`config.mk`:
```
export PLATFORM = sky130hd
export DESIGN_NAME = armed_pulse_counter_with_park
export DESIGN_NICKNAME = d
export VERILOG_FILES = /design/src/rtl/apc_pkg.sv /design/src/rtl/armed_pulse_counter_with_park.sv /design/src/rtl/apc_cfg.sv /design/src/rtl/apc_core.sv
export SDC_FILE = /design/constraint.sdc
export NUM_CORES = 1
export LEC_CHECK = 0
export BUFFER_PORTS_ARGS = -buffer_cell sky130_fd_sc_hd__buf_4
export CORE_ASPECT_RATIO = 0.5
export CORE_MARGIN = 1.5
export CORE_UTILIZATION = 41
export DETAILED_ROUTE_END_ITERATION = 12
export HOLD_SLACK_MARGIN = 0.05
export PLACE_DENSITY = 0.64
export REMOVE_ABC_BUFFERS = 1
export SYNTH_ARGS = -nofsm -noshare
export SYNTH_HDL_FRONTEND = slang
export SYNTH_SLANG_ARGS = --single-unit
export TNS_END_PERCENT = 1
```
`constraint.sdc`:
```
create_clock -name clk -period 6.89 [get_ports clk]
set_input_delay 1.0335 -clock clk [delete_from_list [all_inputs] [get_ports clk]]
set_output_delay 1.0335 -clock clk [all_outputs]
set_load 0.005 [all_outputs]
```
`src/rtl/apc_pkg.sv`:
```
package apc_pkg;

  localparam int unsigned TIME_W = 32;
  localparam int unsigned THR_W  = 24;
  localparam int unsigned ADDR_W = 5;
  localparam int unsigned DATA_W = 32;

  localparam logic [THR_W-1:0] EDGE_DEBOUNCE_RST = THR_W'(2000);
  localparam logic [THR_W-1:0] MIN_HIGH_RST      = THR_W'(5000);
  localparam logic [THR_W-1:0] MIN_CYCLE_RST     = THR_W'(50000);
  localparam logic [THR_W-1:0] PARK_HIGH_RST     = THR_W'(2000000);
  localparam logic [THR_W-1:0] MIN_LOW_RST       = THR_W'(5000);
  localparam logic [THR_W-1:0] REARM_LOW_RST     = THR_W'(200000);
  localparam logic             ACTIVE_HIGH_RST   = 1'b1;

  typedef enum logic [2:0] {
    REG_EDGE_DEBOUNCE = 3'd0,
    REG_MIN_HIGH      = 3'd1,
    REG_MIN_CYCLE     = 3'd2,
    REG_PARK_HIGH     = 3'd3,
    REG_MIN_LOW       = 3'd4,
    REG_REARM_LOW     = 3'd5,
    REG_ACTIVE_HIGH   = 3'd6
  } apc_reg_t;

  typedef struct packed {
    logic [THR_W-1:0] edge_debounce_us;
    logic [THR_W-1:0] hi_min_us;
    logic [THR_W-1:0] cyc_gap_us;
    logic [THR_W-1:0] park_high_us;
    logic [THR_W-1:0] lo_arm_us;
    logic [THR_W-1:0] lo_unpark_us;
    logic             pol_high;
  } apc_cfg_t;

  typedef struct packed {
    logic              mode;
    logic              level;
    logic [TIME_W-1:0] time_us;
  } apc_item_t;

  typedef struct packed {
    logic [TIME_W-1:0] revolutions;
    logic              counted;
    logic              is_armed;
    logic              is_parked;
  } apc_result_t;

endpackage

```
`src/rtl/armed_pulse_counter_with_park.sv`:
```
// Data path: a transaction accepted into the input register (s1_item_r) has its result
// loaded into the output register (out_r) when that stage advances.
// Throughput: one transaction per cycle unless out_stall holds a result; a single input
// stage and output register decouple the channels; core state and out_r load on one step.
// Reset (rst_n low, synchronous): pipeline empty, state and config registers reset.
module armed_pulse_counter_with_park import apc_pkg::*; (
  input  logic              clk,
  input  logic              rst_n,
  input  logic              in_valid,
  output logic              in_stall,
  input  logic              in_mode,
  input  logic              in_level,
  input  logic [TIME_W-1:0] in_time_us,
  output logic              out_valid,
  input  logic              out_stall,
  output logic [TIME_W-1:0] out_revolutions,
  output logic              out_counted,
  output logic              out_is_armed,
  output logic              out_is_parked,
  input  logic              psel,
  input  logic              penable,
  input  logic              pwrite,
  input  logic [ADDR_W-1:0] paddr,
  input  logic [DATA_W-1:0] pwdata,
  output logic [DATA_W-1:0] prdata,
  output logic              pready
);

  apc_cfg_t    cfg;
  apc_item_t   s1_item_r;
  logic        s1_valid_r, s1_valid_nxt;
  apc_result_t res, out_r;
  logic        out_valid_r, out_valid_nxt;
  logic        advance, in_acc, step;

  assign advance  = ~(out_valid_r & out_stall);
  assign in_stall = s1_valid_r & ~advance;
  assign in_acc   = in_valid & ~in_stall;
  assign step     = s1_valid_r & advance;

  assign s1_valid_nxt  = in_acc | (s1_valid_r & ~step);
  assign out_valid_nxt = step | (out_valid_r & out_stall);

  apc_cfg u_cfg (
    .clk     (clk),
    .rst_n   (rst_n),
    .psel    (psel),
    .penable (penable),
    .pwrite  (pwrite),
    .paddr   (paddr),
    .pwdata  (pwdata),
    .prdata  (prdata),
    .pready  (pready),
    .cfg     (cfg)
  );

  apc_core u_core (
    .clk   (clk),
    .rst_n (rst_n),
    .cfg   (cfg),
    .step  (step),
    .item  (s1_item_r),
    .res   (res)
  );

  always_ff @(posedge clk) begin
    if (!rst_n) begin
      s1_valid_r  <= 1'b0;
      out_valid_r <= 1'b0;
    end else begin
      s1_valid_r  <= s1_valid_nxt;
      out_valid_r <= out_valid_nxt;
    end
  end

  always_ff @(posedge clk) begin
    if (in_acc) begin
      s1_item_r.mode    <= in_mode;
      s1_item_r.level   <= in_level;
      s1_item_r.time_us <= in_time_us;
    end
    if (step) begin
      out_r <= res;
    end
  end

  assign out_valid       = out_valid_r;
  assign out_revolutions = out_r.revolutions;
  assign out_counted     = out_r.counted;
  assign out_is_armed    = out_r.is_armed;
  assign out_is_parked   = out_r.is_parked;

endmodule

```
`src/rtl/apc_cfg.sv`:
```
module apc_cfg import apc_pkg::*; (
  input  logic              clk,
  input  logic              rst_n,
  input  logic              psel,
  input  logic              penable,
  input  logic              pwrite,
  input  logic [ADDR_W-1:0] paddr,
  input  logic [DATA_W-1:0] pwdata,
  output logic [DATA_W-1:0] prdata,
  output logic              pready,
  output apc_cfg_t          cfg
);

  apc_cfg_t cfg_r;
  apc_cfg_t cfg_nxt;
  apc_reg_t sel;
  logic     wr;

  assign sel    = apc_reg_t'(paddr[ADDR_W-1:2]);
  assign wr     = psel & penable & pwrite;
  assign pready = 1'b1;
  assign cfg    = cfg_r;

  always_comb begin
    cfg_nxt = cfg_r;
    if (wr) begin
      case (sel)
        REG_EDGE_DEBOUNCE: cfg_nxt.edge_debounce_us = pwdata[THR_W-1:0];
        REG_MIN_HIGH:      cfg_nxt.hi_min_us        = pwdata[THR_W-1:0];
        REG_MIN_CYCLE:     cfg_nxt.cyc_gap_us       = pwdata[THR_W-1:0];
        REG_PARK_HIGH:     cfg_nxt.park_high_us     = pwdata[THR_W-1:0];
        REG_MIN_LOW:       cfg_nxt.lo_arm_us        = pwdata[THR_W-1:0];
        REG_REARM_LOW:     cfg_nxt.lo_unpark_us     = pwdata[THR_W-1:0];
        REG_ACTIVE_HIGH:   cfg_nxt.pol_high         = pwdata[0];
        default:           cfg_nxt = cfg_r;
      endcase
    end
  end

  always_comb begin
    case (sel)
      REG_EDGE_DEBOUNCE: prdata = DATA_W'(cfg_r.edge_debounce_us);
      REG_MIN_HIGH:      prdata = DATA_W'(cfg_r.hi_min_us);
      REG_MIN_CYCLE:     prdata = DATA_W'(cfg_r.cyc_gap_us);
      REG_PARK_HIGH:     prdata = DATA_W'(cfg_r.park_high_us);
      REG_MIN_LOW:       prdata = DATA_W'(cfg_r.lo_arm_us);
      REG_REARM_LOW:     prdata = DATA_W'(cfg_r.lo_unpark_us);
      REG_ACTIVE_HIGH:   prdata = DATA_W'(cfg_r.pol_high);
      default:           prdata = '0;
    endcase
  end

  always_ff @(posedge clk) begin
    if (!rst_n) begin
      cfg_r.edge_debounce_us <= EDGE_DEBOUNCE_RST;
      cfg_r.hi_min_us        <= MIN_HIGH_RST;
      cfg_r.cyc_gap_us       <= MIN_CYCLE_RST;
      cfg_r.park_high_us     <= PARK_HIGH_RST;
      cfg_r.lo_arm_us        <= MIN_LOW_RST;
      cfg_r.lo_unpark_us     <= REARM_LOW_RST;
      cfg_r.pol_high         <= ACTIVE_HIGH_RST;
    end else begin
      cfg_r <= cfg_nxt;
    end
  end

endmodule

```
`src/rtl/apc_core.sv`:
```
module apc_core import apc_pkg::*; (
  input  logic        clk,
  input  logic        rst_n,
  input  apc_cfg_t    cfg,
  input  logic        step,
  input  apc_item_t   item,
  output apc_result_t res
);

  logic              prev_level_r, prev_level_nxt;
  logic [TIME_W-1:0] edge_time_r, edge_time_nxt;
  logic [TIME_W-1:0] high_start_r, high_start_nxt;
  logic              high_valid_r, high_valid_nxt;
  logic [TIME_W-1:0] low_start_r, low_start_nxt;
  logic              low_valid_r, low_valid_nxt;
  logic              armed_r, armed_nxt;
  logic              parked_r, parked_nxt;
  logic [TIME_W-1:0] count_time_r, count_time_nxt;
  logic [TIME_W-1:0] count_r, count_nxt;

  logic              act;
  logic [TIME_W-1:0] d_edge, d_high, d_low, d_cyc, hd_a, ld_a;
  logic              edge_ok, rise, fall, park_fall, do_count;
  logic              hv_a, lv_a, armed_a, park_go, arm_go, unpark;

  always_comb begin
    act       = cfg.pol_high ? item.level : ~item.level;
    d_edge    = item.time_us - edge_time_r;
    d_high    = item.time_us - high_start_r;
    d_low     = item.time_us - low_start_r;
    d_cyc     = item.time_us - count_time_r;
    edge_ok   = (item.level != prev_level_r) &&
                (d_edge >= TIME_W'(cfg.edge_debounce_us));
    rise      = edge_ok & act;
    fall      = edge_ok & ~act;
    park_fall = fall & parked_r;
    do_count  = fall & ~parked_r & high_valid_r & armed_r &
                (d_high >= TIME_W'(cfg.hi_min_us)) &
                (d_cyc >= TIME_W'(cfg.cyc_gap_us));
    hv_a      = rise ? 1'b1 : ((fall & ~parked_r) ? 1'b0 : high_valid_r);
    lv_a      = fall | low_valid_r;
    hd_a      = rise ? '0 : d_high;
    ld_a      = fall ? '0 : d_low;
    armed_a   = do_count ? 1'b0 : armed_r;
    park_go   = ~parked_r & act & hv_a & (hd_a >= TIME_W'(cfg.park_high_us));
    arm_go    = ~parked_r & ~act & lv_a & (ld_a >= TIME_W'(cfg.lo_arm_us));
    unpark    = parked_r & ~act & lv_a & ~park_fall &
                (ld_a >= TIME_W'(cfg.lo_unpark_us));
  end

  always_comb begin
    prev_level_nxt = edge_ok ? item.level : prev_level_r;
    edge_time_nxt  = edge_ok ? item.time_us : edge_time_r;
    high_start_nxt = rise ? item.time_us : high_start_r;
    high_valid_nxt = unpark ? 1'b0 : hv_a;
    low_start_nxt  = (fall | unpark) ? item.time_us : low_start_r;
    low_valid_nxt  = lv_a;
    count_nxt      = do_count ? count_r + TIME_W'(1) : count_r;
    count_time_nxt = do_count ? item.time_us : count_time_r;
    parked_nxt     = park_go ? 1'b1 : (unpark ? 1'b0 : parked_r);
    armed_nxt      = (park_go | unpark) ? 1'b0 : (arm_go ? 1'b1 : armed_a);
    res.counted    = do_count;
    if (item.mode) begin
      prev_level_nxt = item.level;
      edge_time_nxt  = item.time_us;
      high_start_nxt = act ? item.time_us : '0;
      high_valid_nxt = act;
      low_start_nxt  = act ? '0 : item.time_us;
      low_valid_nxt  = ~act;
      armed_nxt      = ~act;
      parked_nxt     = 1'b0;
      count_nxt      = '0;
      count_time_nxt = '0;
      res.counted    = 1'b0;
    end
    res.revolutions = count_nxt;
    res.is_armed    = armed_nxt;
    res.is_parked   = parked_nxt;
  end

  always_ff @(posedge clk) begin
    if (!rst_n) begin
      prev_level_r <= 1'b0;
      edge_time_r  <= '0;
      high_start_r <= '0;
      high_valid_r <= 1'b0;
      low_start_r  <= '0;
      low_valid_r  <= 1'b1;
      armed_r      <= 1'b1;
      parked_r     <= 1'b0;
      count_time_r <= '0;
      count_r      <= '0;
    end else if (step) begin
      prev_level_r <= prev_level_nxt;
      edge_time_r  <= edge_time_nxt;
      high_start_r <= high_start_nxt;
      high_valid_r <= high_valid_nxt;
      low_start_r  <= low_start_nxt;
      low_valid_r  <= low_valid_nxt;
      armed_r      <= armed_nxt;
      parked_r     <= parked_nxt;
      count_time_r <= count_time_nxt;
      count_r      <= count_nxt;
    end
  end

endmodule

```
==> impl_metrics.sql, run 1 <==
INSERT INTO impl_metrics (metric_group, metric, value, unit) VALUES
('floorplan', 'ios', '148', ''),
('logic_synthesis', 'synthDistinctLibCells', '95', ''),
('clock_network', 'insertion_delay', '0.59', 'ns'),
('clock_network', 'cts.clk_slew.worst_paths', '0.06', 'ns'),
('sta', 'timing.clock.skew', '0.03590', 'ns'),
('clock_network', 'htree_num_levels', '2', ''),
('clock_network', 'clockBufferDepth', '3', ''),
('pwr', 'vdd_drop_max', '0.1536', 'mV'),
('drt', 'top_layer_used', 'met4', ''),
('logic_synthesis', 'synthesis.area_per_instance', '8.031', 'um2'),
('outcome', 'outcome', 'finished, violations left', ''),
('setup_path', 'cp_data_arrival_time', '7.38', 'ns'),
('drt', 'detail_route.wirelength.met1', '41420', 'um'),
('cells_and_area', 'drive_gt1_frac', '0.1349', ''),
('sta', 'layout_worst_path_cycle_share', '1.006', ''),
('sta', 'finalSetupViolCount', '33', ''),
('floorplan', 'floorplan.core_area', '63030', 'um2'),
('setup_path', 'worst_setup_path_end_kind', 'register', ''),
('sta', 'timing.final.max_slew_violations', '0', ''),
('clock_network', 'clkSinkCount', '381', ''),
('setup_path', 'critPathMostFrequentCell', 'o211ai_1', ''),
('clock_network', 'tritoncts_clock_tree', 'done', ''),
('cells_and_area', 'area_growth', '17.20', '%'),
('floorplan', 'design.die.area', '65320', 'um2'),
('drt', 'total_iterations_of_the_first_detailed_routing_run', '6', ''),
('drt', 'drt_first_iter_violations', '2355', ''),
('sta', 'fin_crit', '6.930', 'ns'),
('pwr', 'part_of_the_power_in_the_clock_network', '0.352', ''),
('sta', 'rsz_0062_raised_after_global_routing', 'true', ''),
('logic_synthesis', 'number_of_synthesis_warnings', '0', ''),
('logic_synthesis', 'number_of_register_bits_inferred_by_synthesis', '381', ''),
('hold_path', 'hold_path_startpoint', 'u_core.high_start_r[7]', ''),
('placed_design', 'hpwlAfterDp', '65370', 'um'),
('drt', 'routed-wl-met3', '7401', 'um'),
('sta', 'hold_viol_final', '0', ''),
('pwr', 'p_switching', '1971', 'uW'),
('hold_path', 'whs_endpoint', 'u_core.high_start_r[7]', ''),
('logic_synthesis', 'syn_inst', '3252', ''),
('logic_synthesis', 'synth_area_leaders', 'dfxtp_1 24%, ha_1 13%, edfxtp_1 7.9%', ''),
('pwr', 'internal-power', '4201', 'uW'),
('cells_and_area', 'most_common_library_cell_in_the_layout_ignoring_fill_and_taps', 'nand2_1', ''),
('floorplan', 'die_height', '181.5', 'um'),
('logic_synthesis', 'syn_area', '26120', 'um2'),
('drt', 'drt-wirelength-per-cell', '20.36', 'um'),
('floorplan', 'start_util', '0.4144', ''),
('logic_synthesis', 'synth_seq_area_share', '0.3185', ''),
('drt', 'wl_met2', '37760', 'um'),
('logic_synthesis', 'synth_enable_flop_cells', '69', ''),
('drt', 'detail-route-antenna-nets', '0', ''),
('global_routing', 'maximum_number_of_pins_on_one_net_before_global_route_repair', '78', ''),
('sta', 'worst_slack', '-0.03965', 'ns'),
('setup_path', 'endpoint_of_the_worst_register_to_register_path', 'u_core.low_start_r[18]', ''),
('sta', 'fmax', '144.3', 'MHz'),
('outcome', 'failing_checks', 'negative setup slack', ''),
('pwr', 'power.total', '6173', 'uW'),
('logic_synthesis', 'yosysTopAreaCellShare', '0.2391', ''),
('setup_path', 'timing.critical_path.slowest_cell_delay', '0.41', 'ns'),
('placed_design', 'dpl.cell_count', '4255', ''),
('setup_path', 'critical_path_class', 'reg -> reg', ''),
('pwr', 'power.density', '201.7', 'nW/um2'),
('drt', 'drt-vias-per-instance', '5.759', ''),
('drt', 'total_number_of_vias', '24980', ''),
('placed_design', 'dp_worst_setup_slack', '-0.6727', 'ns'),
('cells_and_area', 'mostFrequentLayoutCells', '462 x nand2_1, 317 x buf_4, 312 x dfxtp_1, 299 x inv_1, 296 x a21oi_1', ''),
('logic_synthesis', 'yosys.area.top_type', 'dfxtp_1', ''),
('pwr', 'share_comb_of_total_power', '0.267', ''),
('clock_network', 'number_of_clock_buffers_inserted_by_tritoncts', '39', ''),
('run', 'max-cap-violations', '0', ''),
('placed_design', 'routabilityCongestion', '0.9804', ''),
('cells_and_area', 'nets', '3818', ''),
('global_routing', 'global_route_wire_length_before_repair', '135000', 'um');
==> cell usage after synthesis (all sizes together) (43+ instances only) <==
| master | n |
|---|---|
| nand2 | 462 |
| dfxtp | 312 |
| a21oi | 306 |
| inv | 303 |
| ha | 267 |
| nor2 | 168 |
| clkbuf | 124 |
| o21ai | 124 |
| nand3 | 102 |
| a22oi | 72 |
| edfxtp | 69 |
| a21o | 67 |
| a22o | 67 |
| nor2b | 67 |
| xnor2 | 59 |
| o211ai | 51 |
| mux2i | 43 |
==> registers in the layout, summed over array words and instances (netlist names) <==
name,count
s1_item_r,34
u_core.low_start_r,32
u_core.edge_time_r,32
u_core.count_time_r,32
u_cfg.cfg,145
u_core.high_start_r,32
s1_valid_r,1
out_counted,1
out_valid,1
u_core.count_r,32
out_is_parked,1
u_core.parked_r,1
out_is_armed,1
u_core.armed_r,1
u_core.high_valid_r,1
u_core.low_valid_r,1
out_revolutions,32
u_core.prev_level_r,1
==> worst max-delay path by stage <==
stage,startpoint,end,slack (ns),cells past startpoint
floorplan,s1_item_r[1],out_is_armed,-0.20,33
global placement,s1_item_r[0],out_is_parked,-0.53,34
detailed placement,s1_item_r[0],u_core.armed_r,-0.67,34
CTS,s1_item_r[0],u_core.parked_r,-0.14,34
global route,s1_item_r[1],out_is_parked,-0.45,34
finish,s1_item_r[0],u_core.low_start_r[18],-0.04,34
==> worst max-delay path, delay by kind of cell (launching register included) <==
family	cells	cell delay [ns]
and+or+nand+nor	7	1.16
AOI/OAI and AO/OA	16	3.15
adders and majority gates	5	1.28
buffers and inverters	5	0.60
xor gates and xnor gates	1	0.17
DFF	1	0.41
==> per-stage QoR <==
| stage | utilization | hold slack [ns] | instance area [um2] | TNS, ns |
|---|---|---|---|---|
| after detailed placement | 0.4605 | 0.4444 | 29030 | -19.95 |
| after global placement | 0.4605 | 0.4385 | 29030 | -13.60 |
| final | 0.4856 | 0.4494 | 30610 | -0.6997 |
| after global routing | 0.4856 | 0.4635 | 30610 | -13.07 |
| after floorplan | - | 0.4319 | 25470 | -0.6326 |
| after CTS | 0.4832 | 0.4527 | 30450 | -1.286 |
==> logic make-up (layout without fill, tap and decap cells) <==
kind of cell | count (synthesis) | count (layout) | synth area share
compound gates | 942 | 942 | 0.2392
fa+ha+maj | 272 | 272 | 0.1314
mux | 47 | 47 | 0.01820
other cells | 2 | 10 | 0.0002875
xor+xnor | 98 | 98 | 0.03286
simple gates | 1048 | 1048 | 0.1904
flops | 381 | 381 | 0.3185
buf+inv | 462 | 702 | 0.06918
==> power by group through the flow <==
stage	combinational (uW)	sequential (uW)	clock, uW
finish	1650	2360	2170
global route	1790	2360	2300
CTS	1600	2360	2200
detailed placement	1570	2410	0
global placement	1550	2400	0
floorplan	935	2410	0
==> repair_timing <==
item,in CTS,in global routing
endpoints found under the setup margin,37,133
buffers inserted,8,2
resized for setup,27,36
hold buffers,0,0
pin swaps,26,32
==> routing by layer <==
layer	global-route usage	vias up
met5	0	-
met4	0.05881	0
met3	0.05197	124
met2	0.4054	859
met1	0.3773	11950
li1	-	12050
==> layout make-up <==
cell class	count	area (um2)	share of cell area
clock buffers	55	1127	0.03683
multi-input cells	2416	16290	0.5323
repair buffers	328	2551	0.08335
diodes	1	2.502	0.00008175
inverters	303	1142	0.03732
flip-flops and latches	381	8318	0.2717
well taps	837	1047	0.03421
clock inverters	16	126.4	0.004129
No activity file was read; power rests on OpenSTA's default activity.
==> inputs of run 2 (changes only) <==
Settings changed: BUFFER_PORTS_ARGS -buffer_cell sky130_fd_sc_hd__buf_4 to unset, DONT_BUFFER_PORTS set to 1, PLACE_DENSITY 0.64 to 0.61, SLEW_MARGIN set to 40.
==> run 2 against run 1 <==
Effect of this change: the run still ends with negative setup slack left; critical endpoint is now u_core.low_start_r[31]; final area fell by 2.7%; global-route usage is essentially flat; final cell count fell by 3.2%; sequential power about the same; wire length rose by 1.4%; worst hold slack improved by 0.0010 ns; sequential share of layout area is 0.77 points higher; clock-buffer cell count increased by 3; via count decreased by 2.0%; worst setup slack worse by 0.14 ns.
==> impl_metrics.sql, run 2 (synthesis results as in run 1) <==
INSERT INTO impl_metrics (metric_group, metric, value, unit) VALUES
('cells_and_area', 'postLayoutCoreUtil', '0.4723', ''),
('sta', 'timing.final.max_slew_violations', '0', ''),
('clock_network', 'tritoncts_clock_tree', 'done', ''),
('cells_and_area', 'postLayoutCellArea', '29770', 'um2'),
('setup_path', 'timing.critical_path.slowest_cell_delay', '0.42', 'ns'),
('placed_design', 'postPlaceCellArea', '27930', 'um2'),
('drt', 'drt-wirelength-per-cell', '21.34', 'um'),
('sta', 'rsz_0062_raised_after_global_routing', 'true', ''),
('run', 'max-cap-violations', '0', ''),
('floorplan', 'ios', '148', ''),
('pwr', 'switching_share_of_total_power', '0.3199', ''),
('pwr', 'vdd_drop_max', '0.1601', 'mV'),
('placed_design', 'hpwlAfterDp', '64980', 'um'),
('setup_path', 'worst_path_dominant_cell_family', 'compound AO/OA/AOI/OAI gates', ''),
('floorplan', 'floorplan.core_area', '63030', 'um2'),
('drt', 'detail-route-antenna-nets', '0', ''),
('pwr', 'power.density', '209.1', 'nW/um2'),
('cells_and_area', 'area_growth', '13.98', '%'),
('drt', 'drc_errors', '0', ''),
('drt', 'drt_first_iter_violations', '2318', ''),
('sta', 'hold_viol_final', '0', ''),
('setup_path', 'cp_data_arrival_time', '7.59', 'ns'),
('global_routing', 'number_of_antenna_violations_at_the_first_check_in_global_routing', '2', ''),
('sta', 'fin_setup_tns', '-5.299', 'ns'),
('floorplan', 'die_height', '181.5', 'um'),
('pwr', 'p_switching', '1991', 'uW'),
('clock_network', 'post_cts_hold_buffer_count', '0', ''),
('drt', 'drt-vias-per-instance', '5.830', ''),
('sta', 'fmax', '141.5', 'MHz'),
('placed_design', 'dpl.cell_count', '4109', ''),
('pwr', 'leakagePower', '0.01144', 'uW'),
('cells_and_area', 'nets', '3678', ''),
('global_routing', 'global_route_wire_length_before_repair', '133600', 'um'),
('outcome', 'failing_checks', 'negative setup slack', ''),
('clock_network', 'clockRootBuffer', 'clkbuf_16', ''),
('clock_network', 'htree_num_levels', '2', ''),
('cells_and_area', 'mostFrequentLayoutCells', '455 x nand2_1, 312 x dfxtp_1, 299 x inv_1, 295 x a21oi_1, 260 x ha_1', ''),
('sta', 'timing.clock.skew', '0.02764', 'ns'),
('global_routing', 'maximum_number_of_pins_on_one_net_before_global_route_repair', '78', ''),
('pwr', 'part_of_the_power_in_the_clock_network', '0.366', ''),
('global_routing', 'first_global_vias', '22550', ''),
('setup_path', 'critical_path_class', 'reg -> reg', ''),
('cells_and_area', 'most_common_library_cell_in_the_layout_ignoring_fill_and_taps', 'nand2_1', ''),
('clock_network', 'number_of_clock_buffers_inserted_by_tritoncts', '40', ''),
('sta', 'layout_worst_path_cycle_share', '1.026', ''),
('sta', 'worst_slack', '-0.1771', 'ns'),
('setup_path', 'critPathMostFrequentCell', 'o211ai_1', ''),
('cells_and_area', 'drive_gt1_frac', '0.1045', ''),
('global_routing', 'groute.usage.overall', '0.2626', ''),
('floorplan', 'design.die.area', '65320', 'um2'),
('setup_path', 'worst_setup_path_end_kind', 'register', ''),
('pwr', 'share_comb_of_total_power', '0.256', ''),
('sta', 'timing.slew.headroom', '0.4295', ''),
('setup_path', 'worstPathRequired', '7.41', 'ns'),
('floorplan', 'start_util', '0.4144', ''),
('setup_path', 'cpMaxStageDelayCell', 'a2111oi_4', ''),
('floorplan', 'rows', '65', ''),
('clock_network', 'insertion_delay', '0.59', 'ns'),
('sta', 'timing_worst_slew_pin_value', '0.8557', 'ns'),
('clock_network', 'clkSinkCount', '381', ''),
('hold_path', 'hp-class', 'reg -> reg', ''),
('placed_design', 'routabilityCongestion', '0.9288', ''),
('setup_path', 'critical_path_peak_fanout', '8', ''),
('sta', 'finalHoldWorstSlack', '0.4504', 'ns'),
('clock_network', 'cts.clk_slew.worst_paths', '0.07', 'ns'),
('drt', 'total_number_of_vias', '24470', ''),
('drt', 'total_iterations_of_the_first_detailed_routing_run', '6', ''),
('setup_path', 'worst_setup_path_start_kind', 'register', ''),
('sta', 'fin_crit', '7.067', 'ns'),
('pwr', 'internal-power', '4234', 'uW'),
('setup_path', 'path_buf_inv', '7', ''),
('clock_network', 'clockBufferDepth', '3', ''),
('cells_and_area', 'post_layout_nonfiller_instances', '4198', ''),
('placed_design', 'port_buffers', '0', ''),
('floorplan', 'die-width', '359.9', 'um'),
('sta', 'finalSetupViolCount', '36', ''),
('global_routing', 'grt.overflow.total', '0', ''),
('drt', 'overall_routed_net_length', '89600', 'um'),
('cells_and_area', 'largest_register_ffs', '145', ''),
('outcome', 'outcome', 'finished, violations left', ''),
('pwr', 'seqPwrFrac', '0.379', '');
## run 2: area by class of cell
| class | instances | area (um2) |
|---|---|---|
| fillers | 6080 | 33260 |
| clock buffers | 58 | 1160 |
| diodes | 1 | 2.502 |
| flip-flops and latches | 381 | 8318 |
| inverters | 303 | 1142 |
| well taps | 837 | 1047 |
| multi-input cells | 2417 | 16410 |
| repair buffers | 186 | 1519 |
| clock inverters | 15 | 170.2 |
## run 2: path summary, 6_finish.rpt
kind	start	endpoint	slack [ns]	cells after the start
setup / recovery	s1_item_r[0]	u_core.low_start_r[31]	-0.18	35
hold / removal	u_core.high_start_r[14]	u_core.high_start_r[14]	0.45	2
setup reg to reg	s1_item_r[0]	u_core.low_start_r[31]	-0.18	35
hold reg to reg	u_core.high_start_r[14]	u_core.high_start_r[14]	0.45	2
## run 2: repair_timing
| item | CTS | global route |
|---|---|---|
| setup buffers | 5 | 8 |
| cloned | 0 | 4 |
| setup endpoints to repair | 37 | 128 |
| pin swaps | 28 | 57 |
| resized for setup | 39 | 39 |
## run 2: per-layer routing
layer / vias to the layer above / wire length [um] / GRT usage
met4: 2 / 2443 / 0.06576
li1: 11800 / - / -
met1: 11650 / 41540 / 0.3748
met5: - / 13 / 0
met2: 869 / 37190 / 0.3943
met3: 150 / 8406 / 0.06447
## run 2: worst reg2reg max path: cells and delay by family, from the launching register on
family / cells / cell delay [ns]
xor gates and xnor gates: 1 / 0.18
DFF: 1 / 0.39
buffers and inverters: 7 / 0.94
and+or+nand+nor: 6 / 0.90
AOI/OAI and AO/OA: 17 / 3.69
adders and majority gates: 4 / 0.92
## run 2: power by group through the flow
| stage | combinational [uW] | clock [uW] | sequential (uW) |
|---|---|---|---|
| detailed placement | 1480 | 0 | 2410 |
| global placement | 1460 | 0 | 2400 |
| finish | 1590 | 2280 | 2360 |
| CTS | 1520 | 2300 | 2360 |
| global route | 1740 | 2380 | 2360 |
| floorplan | 935 | 0 | 2410 |
## run 2: metrics by stage
stage	setup WS (ns)	power, uW
final	-0.1771	6226
after floorplan	-0.2033	3348
after global routing	-0.4979	6483
after global placement	-0.5601	3866
after CTS	-0.04814	6175
after detailed placement	-0.6480	3887
